## src/percent_tag_to_ansi_expander_defines.svh

```systemverilog
`ifndef PERCENT_TAG_TO_ANSI_EXPANDER_DEFINES_SVH
`define PERCENT_TAG_TO_ANSI_EXPANDER_DEFINES_SVH

// Same-cycle implication, disabled in reset.
`define PTE_ASSERT_NOW(label, clk, rst, ante, cons) \
   label: assert property (@(posedge clk) disable iff (rst) (ante) |-> (cons)) \
      else $error("pte assertion failed");

// Next-cycle implication, disabled in reset.
`define PTE_ASSERT_NEXT(label, clk, rst, ante, cons) \
   label: assert property (@(posedge clk) disable iff (rst) (ante) |=> (cons)) \
      else $error("pte assertion failed");

`endif

```

## src/pte_pkg.sv

```systemverilog
`timescale 1ns / 1ps

package pte_pkg;

   localparam logic [7:0] CHAR_NUL      = 8'h00;
   localparam logic [7:0] CHAR_ESC      = 8'h1B;
   localparam logic [7:0] CHAR_SPACE    = 8'h20;
   localparam logic [7:0] CHAR_PERCENT  = 8'h25;
   localparam logic [7:0] CHAR_ZERO     = 8'h30;
   localparam logic [7:0] CHAR_ONE      = 8'h31;
   localparam logic [7:0] CHAR_THREE    = 8'h33;
   localparam logic [7:0] CHAR_SEMI     = 8'h3B;
   localparam logic [7:0] CHAR_UPPER_A  = 8'h41;
   localparam logic [7:0] CHAR_UPPER_Z  = 8'h5A;
   localparam logic [7:0] CHAR_LBRACKET = 8'h5B;
   localparam logic [7:0] CHAR_LOWER_A  = 8'h61;
   localparam logic [7:0] CHAR_LOWER_M  = 8'h6D;
   localparam logic [7:0] CHAR_LOWER_Z  = 8'h7A;

   localparam int unsigned ESC_LEN = 7;
   localparam int unsigned ESC_IDX_W = $clog2(ESC_LEN);

   // Byte positions within an escape sequence.
   localparam logic [ESC_IDX_W-1:0] ESC_POS_ESC    = ESC_IDX_W'(0);
   localparam logic [ESC_IDX_W-1:0] ESC_POS_BRACK  = ESC_IDX_W'(1);
   localparam logic [ESC_IDX_W-1:0] ESC_POS_BOLD   = ESC_IDX_W'(2);
   localparam logic [ESC_IDX_W-1:0] ESC_POS_SEMI   = ESC_IDX_W'(3);
   localparam logic [ESC_IDX_W-1:0] ESC_POS_THREE  = ESC_IDX_W'(4);
   localparam logic [ESC_IDX_W-1:0] ESC_POS_DIGIT  = ESC_IDX_W'(5);
   localparam logic [ESC_IDX_W-1:0] ESC_POS_FINAL  = ESC_IDX_W'(6);

   typedef struct packed {
      logic       hit;
      logic [2:0] digit;
   } colour_type;

   // One unit of output work: a single byte or a full escape sequence.
   typedef struct packed {
      logic       esc;
      logic       bold;
      logic [2:0] digit;
      logic [7:0] data;
   } job_type;

   // Letter offset 0..25 to colour digit.
   function automatic colour_type colour_lookup(input logic [4:0] idx);
      colour_type c;
      c.hit   = 1'b1;
      c.digit = 3'd0;
      case (idx)
         5'd1:  c.digit = 3'd4;  // B
         5'd2:  c.digit = 3'd6;  // C
         5'd6:  c.digit = 3'd2;  // G
         5'd10: c.digit = 3'd0;  // K
         5'd12: c.digit = 3'd5;  // M
         5'd17: c.digit = 3'd1;  // R
         5'd22: c.digit = 3'd7;  // W
         5'd24: c.digit = 3'd3;  // Y
         default: c.hit = 1'b0;
      endcase
      return c;
   endfunction

   function automatic logic [7:0] esc_byte(input logic [ESC_IDX_W-1:0] pos,
                                           input logic bold,
                                           input logic [2:0] digit);
      logic [7:0] b;
      case (pos)
         ESC_POS_ESC:   b = CHAR_ESC;
         ESC_POS_BRACK: b = CHAR_LBRACKET;
         ESC_POS_BOLD:  b = bold ? CHAR_ONE : CHAR_ZERO;
         ESC_POS_SEMI:  b = CHAR_SEMI;
         ESC_POS_THREE: b = CHAR_THREE;
         ESC_POS_DIGIT: b = CHAR_ZERO | {5'd0, digit};
         ESC_POS_FINAL: b = CHAR_LOWER_M;
         default:       b = CHAR_NUL;
      endcase
      return b;
   endfunction

endpackage

```

## src/pte_flag_mem.sv

```systemverilog
`timescale 1ns / 1ps

module pte_flag_mem (
   input  logic clock,
   input  logic reset,
   input  logic rd_en,
   input  logic wr_en,
   input  logic wr_data,
   output logic rd_data
);
   logic flag_mem_ff [1];
   logic valid_ff;
   logic valid_in;
   logic rd_data_ff;

   assign valid_in = valid_ff | wr_en;

   always_ff @(posedge clock) begin
      if (reset) begin
         valid_ff <= 1'b0;
      end else begin
         valid_ff <= valid_in;
      end
   end

   always_ff @(posedge clock) begin
      if (wr_en) begin
         flag_mem_ff[0] <= wr_data;
      end
   end

   // Read during write returns the new value; an unwritten entry reads as clear.
   always_ff @(posedge clock) begin
      if (rd_en) begin
         if (wr_en) begin
            rd_data_ff <= wr_data;
         end else begin
            rd_data_ff <= valid_ff & flag_mem_ff[0];
         end
      end
   end

   assign rd_data = rd_data_ff;

endmodule

```

## src/pte_emitter.sv

```systemverilog
`timescale 1ns / 1ps
`include "percent_tag_to_ansi_expander_defines.svh"

module pte_emitter (
   input  logic             clock,
   input  logic             reset,
   input  logic             job_valid,
   input  pte_pkg::job_type job,
   output logic             job_take,
   output logic             rsp_tvalid,
   input  logic             rsp_tready,
   output logic [7:0]       rsp_tdata,
   output logic             rsp_tlast
);
   import pte_pkg::*;

   logic                 busy_ff, busy_in;
   job_type              job_ff, job_in;
   logic [ESC_IDX_W-1:0] idx_ff, idx_in;
   logic                 beat;
   logic                 last;

   assign beat     = busy_ff & rsp_tready;
   assign last     = ~job_ff.esc | (idx_ff == ESC_POS_FINAL);
   assign job_take = ~busy_ff | (beat & last);

   always_comb begin
      busy_in = busy_ff;
      job_in  = job_ff;
      idx_in  = idx_ff;
      if (job_take) begin
         busy_in = job_valid;
         job_in  = job;
         idx_in  = '0;
      end else if (beat) begin
         idx_in = idx_ff + 1'b1;
      end
   end

   always_ff @(posedge clock) begin
      if (reset) begin
         busy_ff <= 1'b0;
         idx_ff  <= '0;
      end else begin
         busy_ff <= busy_in;
         idx_ff  <= idx_in;
      end
   end

   always_ff @(posedge clock) begin
      job_ff <= job_in;
   end

   assign rsp_tvalid = busy_ff;
   assign rsp_tdata  = job_ff.esc ? esc_byte(idx_ff, job_ff.bold, job_ff.digit) : job_ff.data;
   assign rsp_tlast  = last;

   `PTE_ASSERT_NOW(a_plain_at_zero, clock, reset, busy_ff && !job_ff.esc, idx_ff == '0)
   `PTE_ASSERT_NEXT(a_esc_holds, clock, reset, beat && !last, busy_ff && job_ff.esc)
   `PTE_ASSERT_NEXT(a_stall_holds_idx, clock, reset, busy_ff && !rsp_tready,
                    idx_ff == $past(idx_ff) && busy_ff)
   `PTE_ASSERT_NOW(a_idx_in_range, clock, reset, busy_ff, idx_ff <= ESC_POS_FINAL)

endmodule

```

## src/percent_tag_to_ansi_expander.sv

```systemverilog
`timescale 1ns / 1ps
// Rewrites percent tags in a byte stream into ANSI colour escapes. Plain bytes
// flow at one per cycle while rsp_tready stays high, registered in the input
// stage and then the output stage; a colour tag such as "%R" produces seven
// one-byte output beats and can hold req_tready low. The pending-percent flag
// sits in a one-entry memory read at accept and written back when the byte is
// decoded, with read-during-write forwarding. csr_wr_data sets whether bytes
// 128..255 pass (1) or are dropped (0); write it only while the block is idle.
// rsp_tlast marks the last output byte caused by one input byte.

module percent_tag_to_ansi_expander (
   input  logic       clock,
   input  logic       reset,
   input  logic       req_tvalid,
   output logic       req_tready,
   input  logic [7:0] req_tdata,   // [7:0] char_in
   output logic       rsp_tvalid,
   input  logic       rsp_tready,
   output logic [7:0] rsp_tdata,   // [7:0] char_out
   output logic       rsp_tlast,   // run_last
   input  logic       csr_wr_en,
   input  logic       csr_wr_data  // keep_high_bytes
);
   import pte_pkg::*;

   logic       keep_ff, keep_in;
   logic       s1_valid_ff, s1_valid_in;
   logic [7:0] s1_char_ff;
   logic       req_beat;
   logic       s1_adv;
   logic       pending;
   logic       flag_next;
   logic       emit;
   job_type    job;
   logic       job_take;
   colour_type col_up, col_lo;
   logic [4:0] upper_off, lower_off;

   assign keep_in = csr_wr_en ? csr_wr_data : keep_ff;

   always_ff @(posedge clock) begin
      if (reset) begin
         keep_ff     <= 1'b0;
         s1_valid_ff <= 1'b0;
      end else begin
         keep_ff     <= keep_in;
         s1_valid_ff <= s1_valid_in;
      end
   end

   always_ff @(posedge clock) begin
      if (req_beat) begin
         s1_char_ff <= req_tdata;
      end
   end

   assign s1_adv      = s1_valid_ff & (~emit | job_take);
   assign req_tready  = ~s1_valid_ff | s1_adv;
   assign req_beat    = req_tvalid & req_tready;
   assign s1_valid_in = req_beat | (s1_valid_ff & ~s1_adv);

   pte_flag_mem u_flag_mem (
      .clock   (clock),
      .reset   (reset),
      .rd_en   (req_beat),
      .wr_en   (s1_adv),
      .wr_data (flag_next),
      .rd_data (pending)
   );

   // Letter offset only needs the low five bits; the range checks below gate it.
   assign upper_off = s1_char_ff[4:0] - CHAR_UPPER_A[4:0];
   assign lower_off = s1_char_ff[4:0] - CHAR_LOWER_A[4:0];
   assign col_up    = colour_lookup(upper_off);
   assign col_lo    = colour_lookup(lower_off);

   always_comb begin
      emit      = 1'b0;
      flag_next = 1'b0;
      job       = '0;
      if (s1_char_ff == CHAR_NUL) begin
         emit     = 1'b1;
         job.data = CHAR_NUL;
      end else if (pending) begin
         if (s1_char_ff == CHAR_PERCENT) begin
            emit     = 1'b1;
            job.data = CHAR_PERCENT;
         end else if (s1_char_ff >= CHAR_UPPER_A && s1_char_ff <= CHAR_UPPER_Z) begin
            emit      = col_up.hit;
            job.esc   = 1'b1;
            job.bold  = 1'b1;
            job.digit = col_up.digit;
         end else if (s1_char_ff >= CHAR_LOWER_A && s1_char_ff <= CHAR_LOWER_Z) begin
            emit      = col_lo.hit;
            job.esc   = 1'b1;
            job.digit = col_lo.digit;
         end
      end else if (s1_char_ff == CHAR_PERCENT) begin
         flag_next = 1'b1;
      end else if (s1_char_ff < CHAR_SPACE) begin
         emit = 1'b0;
      end else if (s1_char_ff[7] && !keep_ff) begin
         emit = 1'b0;
      end else begin
         emit     = 1'b1;
         job.data = s1_char_ff;
      end
   end

   pte_emitter u_emitter (
      .clock      (clock),
      .reset      (reset),
      .job_valid  (s1_valid_ff & emit),
      .job        (job),
      .job_take   (job_take),
      .rsp_tvalid (rsp_tvalid),
      .rsp_tready (rsp_tready),
      .rsp_tdata  (rsp_tdata),
      .rsp_tlast  (rsp_tlast)
   );

endmodule
```

## config.mk

```make
export PLATFORM = sky130hd
export DESIGN_NAME = percent_tag_to_ansi_expander
export DESIGN_NICKNAME = d
export VERILOG_FILES = /design/src/pte_pkg.sv /design/src/pte_flag_mem.sv /design/src/pte_emitter.sv /design/src/percent_tag_to_ansi_expander.sv
export VERILOG_INCLUDE_DIRS = /design/src /design/src/src
export SDC_FILE = /design/constraint.sdc
export NUM_CORES = 1
export LEC_CHECK = 0
export ABC_AREA = 1
export BUFFER_PORTS_ARGS = -buffer_cell sky130_fd_sc_hd__buf_2
export CAP_MARGIN = 10
export CORE_MARGIN = 3
export CORE_UTILIZATION = 30
export CTS_BUF_LIST = sky130_fd_sc_hd__clkbuf_4
export CTS_CLUSTER_DIAMETER = 100
export DETAILED_ROUTE_END_ITERATION = 8
export GPL_TIMING_DRIVEN = 0
export MAX_ROUTING_LAYER = met4
export PLACE_DENSITY = 0.54
export SYNTH_ARGS = -nofsm -noshare
export SYNTH_HDL_FRONTEND = slang
export SYNTH_SLANG_ARGS = --single-unit
export TNS_END_PERCENT = 5
```

## constraint.sdc

```tcl
create_clock -name clock -period 5.13 [get_ports clock]
set_clock_uncertainty 0.1 [all_clocks]
set_input_delay 0.7695 -clock clock [delete_from_list [all_inputs] [get_ports clock]]
set_output_delay 0.7695 -clock clock [all_outputs]
set_load 0.01 [all_outputs]
```

==> flow_summary_export.csv <==
group,metric,value,unit
synth,yosysSeqAreaShare,48.8,%
drt,drtIter0Drc,59,
setup_path,cp_max_fo,9,
placed_design,dpl.hpwl,2620,um
final_layout,drive_gt1_share,21.1,%
sta,worst_slack,1.90,ns
sta,tightestPinTransition,0.728,ns
clock_tree,clk_latency,0.33,ns
grt,met3_usage,2.33,%
floorplanning,rows,26,
grt,grt_pass1_wl,5780,um
synth,synthCells,209,
synth,synth_area_leader_cell,"edfxtp_1",
synth,yosysTopAreaCellShare,40.6,%
synth,ys_seq_elements,30,
power,vdd_drop_max,0.000112,V
setup_path,critical-path-slowest-cell,"o21ai_1",
sta,slew_headroom,51.2,%
placed_design,place.gp.congestion,0.866,
synth,yosys_warnings,0,
setup_path,worst_setup_path_end_kind,"output pin",
setup_path,cpMostUsedCell,"inv_1",
sta,setup_tns,0,ns
grt,antenna_found_initial,0,
clock_tree,cts_buffer_depth,2,
power,combPwrFrac,15.7,%
power,p_clk_share,26.3,%
grt,grt_max_degree,10,
drt,wl,3330,um
setup_path,path_delay_family,"compound AO/OA/AOI/OAI gates",
setup_path,cp-start-kind,"flip-flop",
clock_tree,root_buffer,"clkbuf_4",
grt,grt_util_met2,17.0,%
floorplanning,fp.dieW,81.3,um
clock_tree,cts_setup_buffers,0,
sta,fin_hold_ws,0.369,ns
grt,use_met1,15.6,%
worst_hold_path,hp-class,"reg -> reg",
placed_design,io_buffer_count,24,
sta,slew_viol_final,0,
drt,vias_per_cell,4.50,
setup_path,cpPeakStageDelay,0.60,ns
worst_hold_path,min_to,"u_flag_mem.valid_ff$_SDFF_PP0_",
synth,synthFlopType,"edfxtp_1",
setup_path,worstPathRequired,4.26,ns
final_layout,nFillCells,569,
grt,busiest_layer,"met2",
synth,synth-edff-count,23,
sta,rsz0062_at_grt,"false",
grt,grt_pass1_vias,1302,
setup_path,reg2reg_from,"u_emitter.idx_ff[0]$_SDFFE_PP0P_",
worst_hold_path,hold_depth,2,
synth,yosysMostFrequentCell,"nand2_1",
drt,wl_per_cell,10.7,um
setup_path,path_class,"reg -> out",
setup_path,rr_endpoint,"s1_char_ff[0]$_DFFE_PP_",
synth,ys_types,28,
synth,avgSynthCellArea,8.15,um^2
floorplanning,io_pins,25,
floorplanning,die_area,0.00662,mm^2
final_layout,nets,259,
synth,synth.net_count,227,
clock_tree,cts_buffers,5,
power,power_density,256,mW/mm^2
setup_path,rrSetupSlack,2.49,ns
setup_path,critPathArrivalTime,2.36,ns
setup_path,crit_buf_inv,4,
final_layout,antenna_cells,0,
placed_design,dp_slack,2.25,ns
grt,overflow,0,
drt,drc,0,
clock_tree,cts_max_level,2,
synth,synth_area_leaders,"edfxtp_1, nand2_1, dfxtp_1",
drt,ant_nets,0,
sta,timing.final.crit_share,62.9,%
floorplanning,start_util,32.1,%
setup_path,ff2ff_path_depth,10,
sta,finalSetupViolations,0,
power,power,0.506,mW
power,p_leak,0.937,nW
sta,hold_violations,0,
power,netSwitchingPower,0.138,mW
worst_hold_path,min_from,"u_flag_mem.valid_ff$_SDFF_PP0_",
sta,timing.fmax,0.310,GHz
power,sw_frac_of_total,27.2,%
synth,synthArstFlopShare,0,%
synth,syn-cell-area,0.00170,mm^2
clock_tree,clkTransAtPathRegs,0.09,ns
drt,drtPass1Iterations,4,
clock_tree,cts_resized,0,
drt,routed-via-count,1403,
grt,track_usage,11.8,%
flow_run,cap_violations,0,
power,internal_power,0.368,mW
power,seqPwrFrac,58.0,%
run_status,outcome,"finished, final reports clean",
sta,period_minus_slack,3.23,ns
floorplanning,dieHeight,81.3,um
clock_tree,cts_hold_buf,0,
setup_path,worstPathCellList,"inv_1, ha_1, nand2_1, inv_1, nor2_1, o21ai_1, inv_1, nand3_2, buf_2",
clock_tree,cts_tree,"built",
floorplanning,core_area,0.00530,mm^2
final_layout,area_growth,16.0,%
synth,synth_common_cells,"nand2_1, nor2_1, inv_1, edfxtp_1, nand3_1",
final_layout,post-route-util,37.3,%
clock_tree,cts.sinks,30,
[how the worst max path moves through the flow]
| stage | start | endpoint | slack (ns) | depth (start not counted) |
|---|---|---|---|---|
| 6_report | u_emitter.idx_ff[0]$_SDFFE_PP0P_ | req_tready | 1.90 | 9 |
| 5_1_grt | u_emitter.idx_ff[0]$_SDFFE_PP0P_ | req_tready | 1.67 | 9 |
| 4_1_cts | u_emitter.idx_ff[0]$_SDFFE_PP0P_ | req_tready | 1.83 | 9 |
| 3_5_place_dp | rsp_tready | req_tready | 2.25 | 6 |
| 3_3_place_gp | rsp_tready | req_tready | 1.22 | 6 |
| 2_1_floorplan | rsp_tready | req_tready | 1.94 | 4 |
[power by group through the flow]
stage               clock network (mW)  registers [mW]  logic (mW)
finish                           0.133           0.294      0.0795
global route                     0.152           0.296      0.0912
CTS                              0.141           0.294      0.0807
detailed placement                   0           0.299      0.0803
global placement                     0           0.299      0.0785
floorplan                            0           0.296      0.0532
[placed cells by master, fill, tap and decap left out]
cell,count
clkbuf_2,1
nor2_2,4
nand2_1,52
nand2_4,1
nand4_4,1
inv_2,4
o21ai_0,6
clkinv_1,1
nand4_1,2
clkbuf_4,6
a21o_1,2
nor2_1,27
buf_2,24
xor2_1,1
ha_1,4
nand2_2,3
nor2_4,1
nor3_2,1
edfxtp_1,23
clkinv_2,1
a21oi_1,8
o21ai_1,3
a31oi_1,4
o22a_1,1
o32a_1,1
buf_6,1
a21oi_2,1
mux2i_1,1
nand3_1,22
nand3_2,1
or2_2,1
inv_1,26
dfxtp_1,7
[through the flow]
stage / area, um^2 / cells
finish: 1980 / 312
global route: 1980 / 312
CTS: 1980 / 312
detailed placement: 1920 / 304
global placement: 1910 / 303
floorplan: 1700 / 209
[per-layer routing]
layer | part of all wire (%) | vias to the layer above | routed length, um
met1 | 49 | 604 | 1640
met4 | 2.0 | 0 | 66
met2 | 44 | 36 | 1470
li1 | - | 756 | -
met5 | 0 | - | 0
met3 | 4.6 | 7 | 152
[logic make-up after synthesis]
logic type | count (synthesis) | share of synthesized area, %
AND/OR/NAND/NOR | 116 | 31.3
buffers and inverters | 31 | 6.91
flip-flops | 30 | 48.8
AO/OA/AOI/OAI | 26 | 8.96
adder cells (fa/ha/maj) | 4 | 2.94
XOR/XNOR | 1 | 0.514
multiplexers | 1 | 0.588
[area by class of cell]
class	count	area [um^2]	share of cell area, %
well taps	70	87.6	4.43
clock buffers	6	45.0	2.28
clock inverters	2	8.76	0.443
flip-flops and latches	30	831	42.1
plain buffers	1	5.00	0.253
inverters	30	113	5.70
multi-input cells	148	754	38.2
repair buffers	25	131	6.65
[flip-flops by register name, indices dropped and copies added (netlist names)]
register                flops
s1_valid_ff                 1
u_flag_mem.flag_mem_ff      1
keep_ff                     1
u_emitter.job_ff           13
u_emitter.rsp_tvalid        1
u_flag_mem.valid_ff         1
u_flag_mem.rd_data          1
s1_char_ff                  8
u_emitter.idx_ff            3
[worst reg2reg max path, cell delays in order, from the launching register on]
cell	delay (ns)
dfxtp_1	0.35
inv_1	0.11
ha_1	0.21
nand2_1	0.12
inv_1	0.11
nor2_1	0.09
o21ai_1	0.60
inv_1	0.18
nand3_2	0.14
nand2_1	0.06
inv_1	0.26
(Power assumes the default switching activity.)
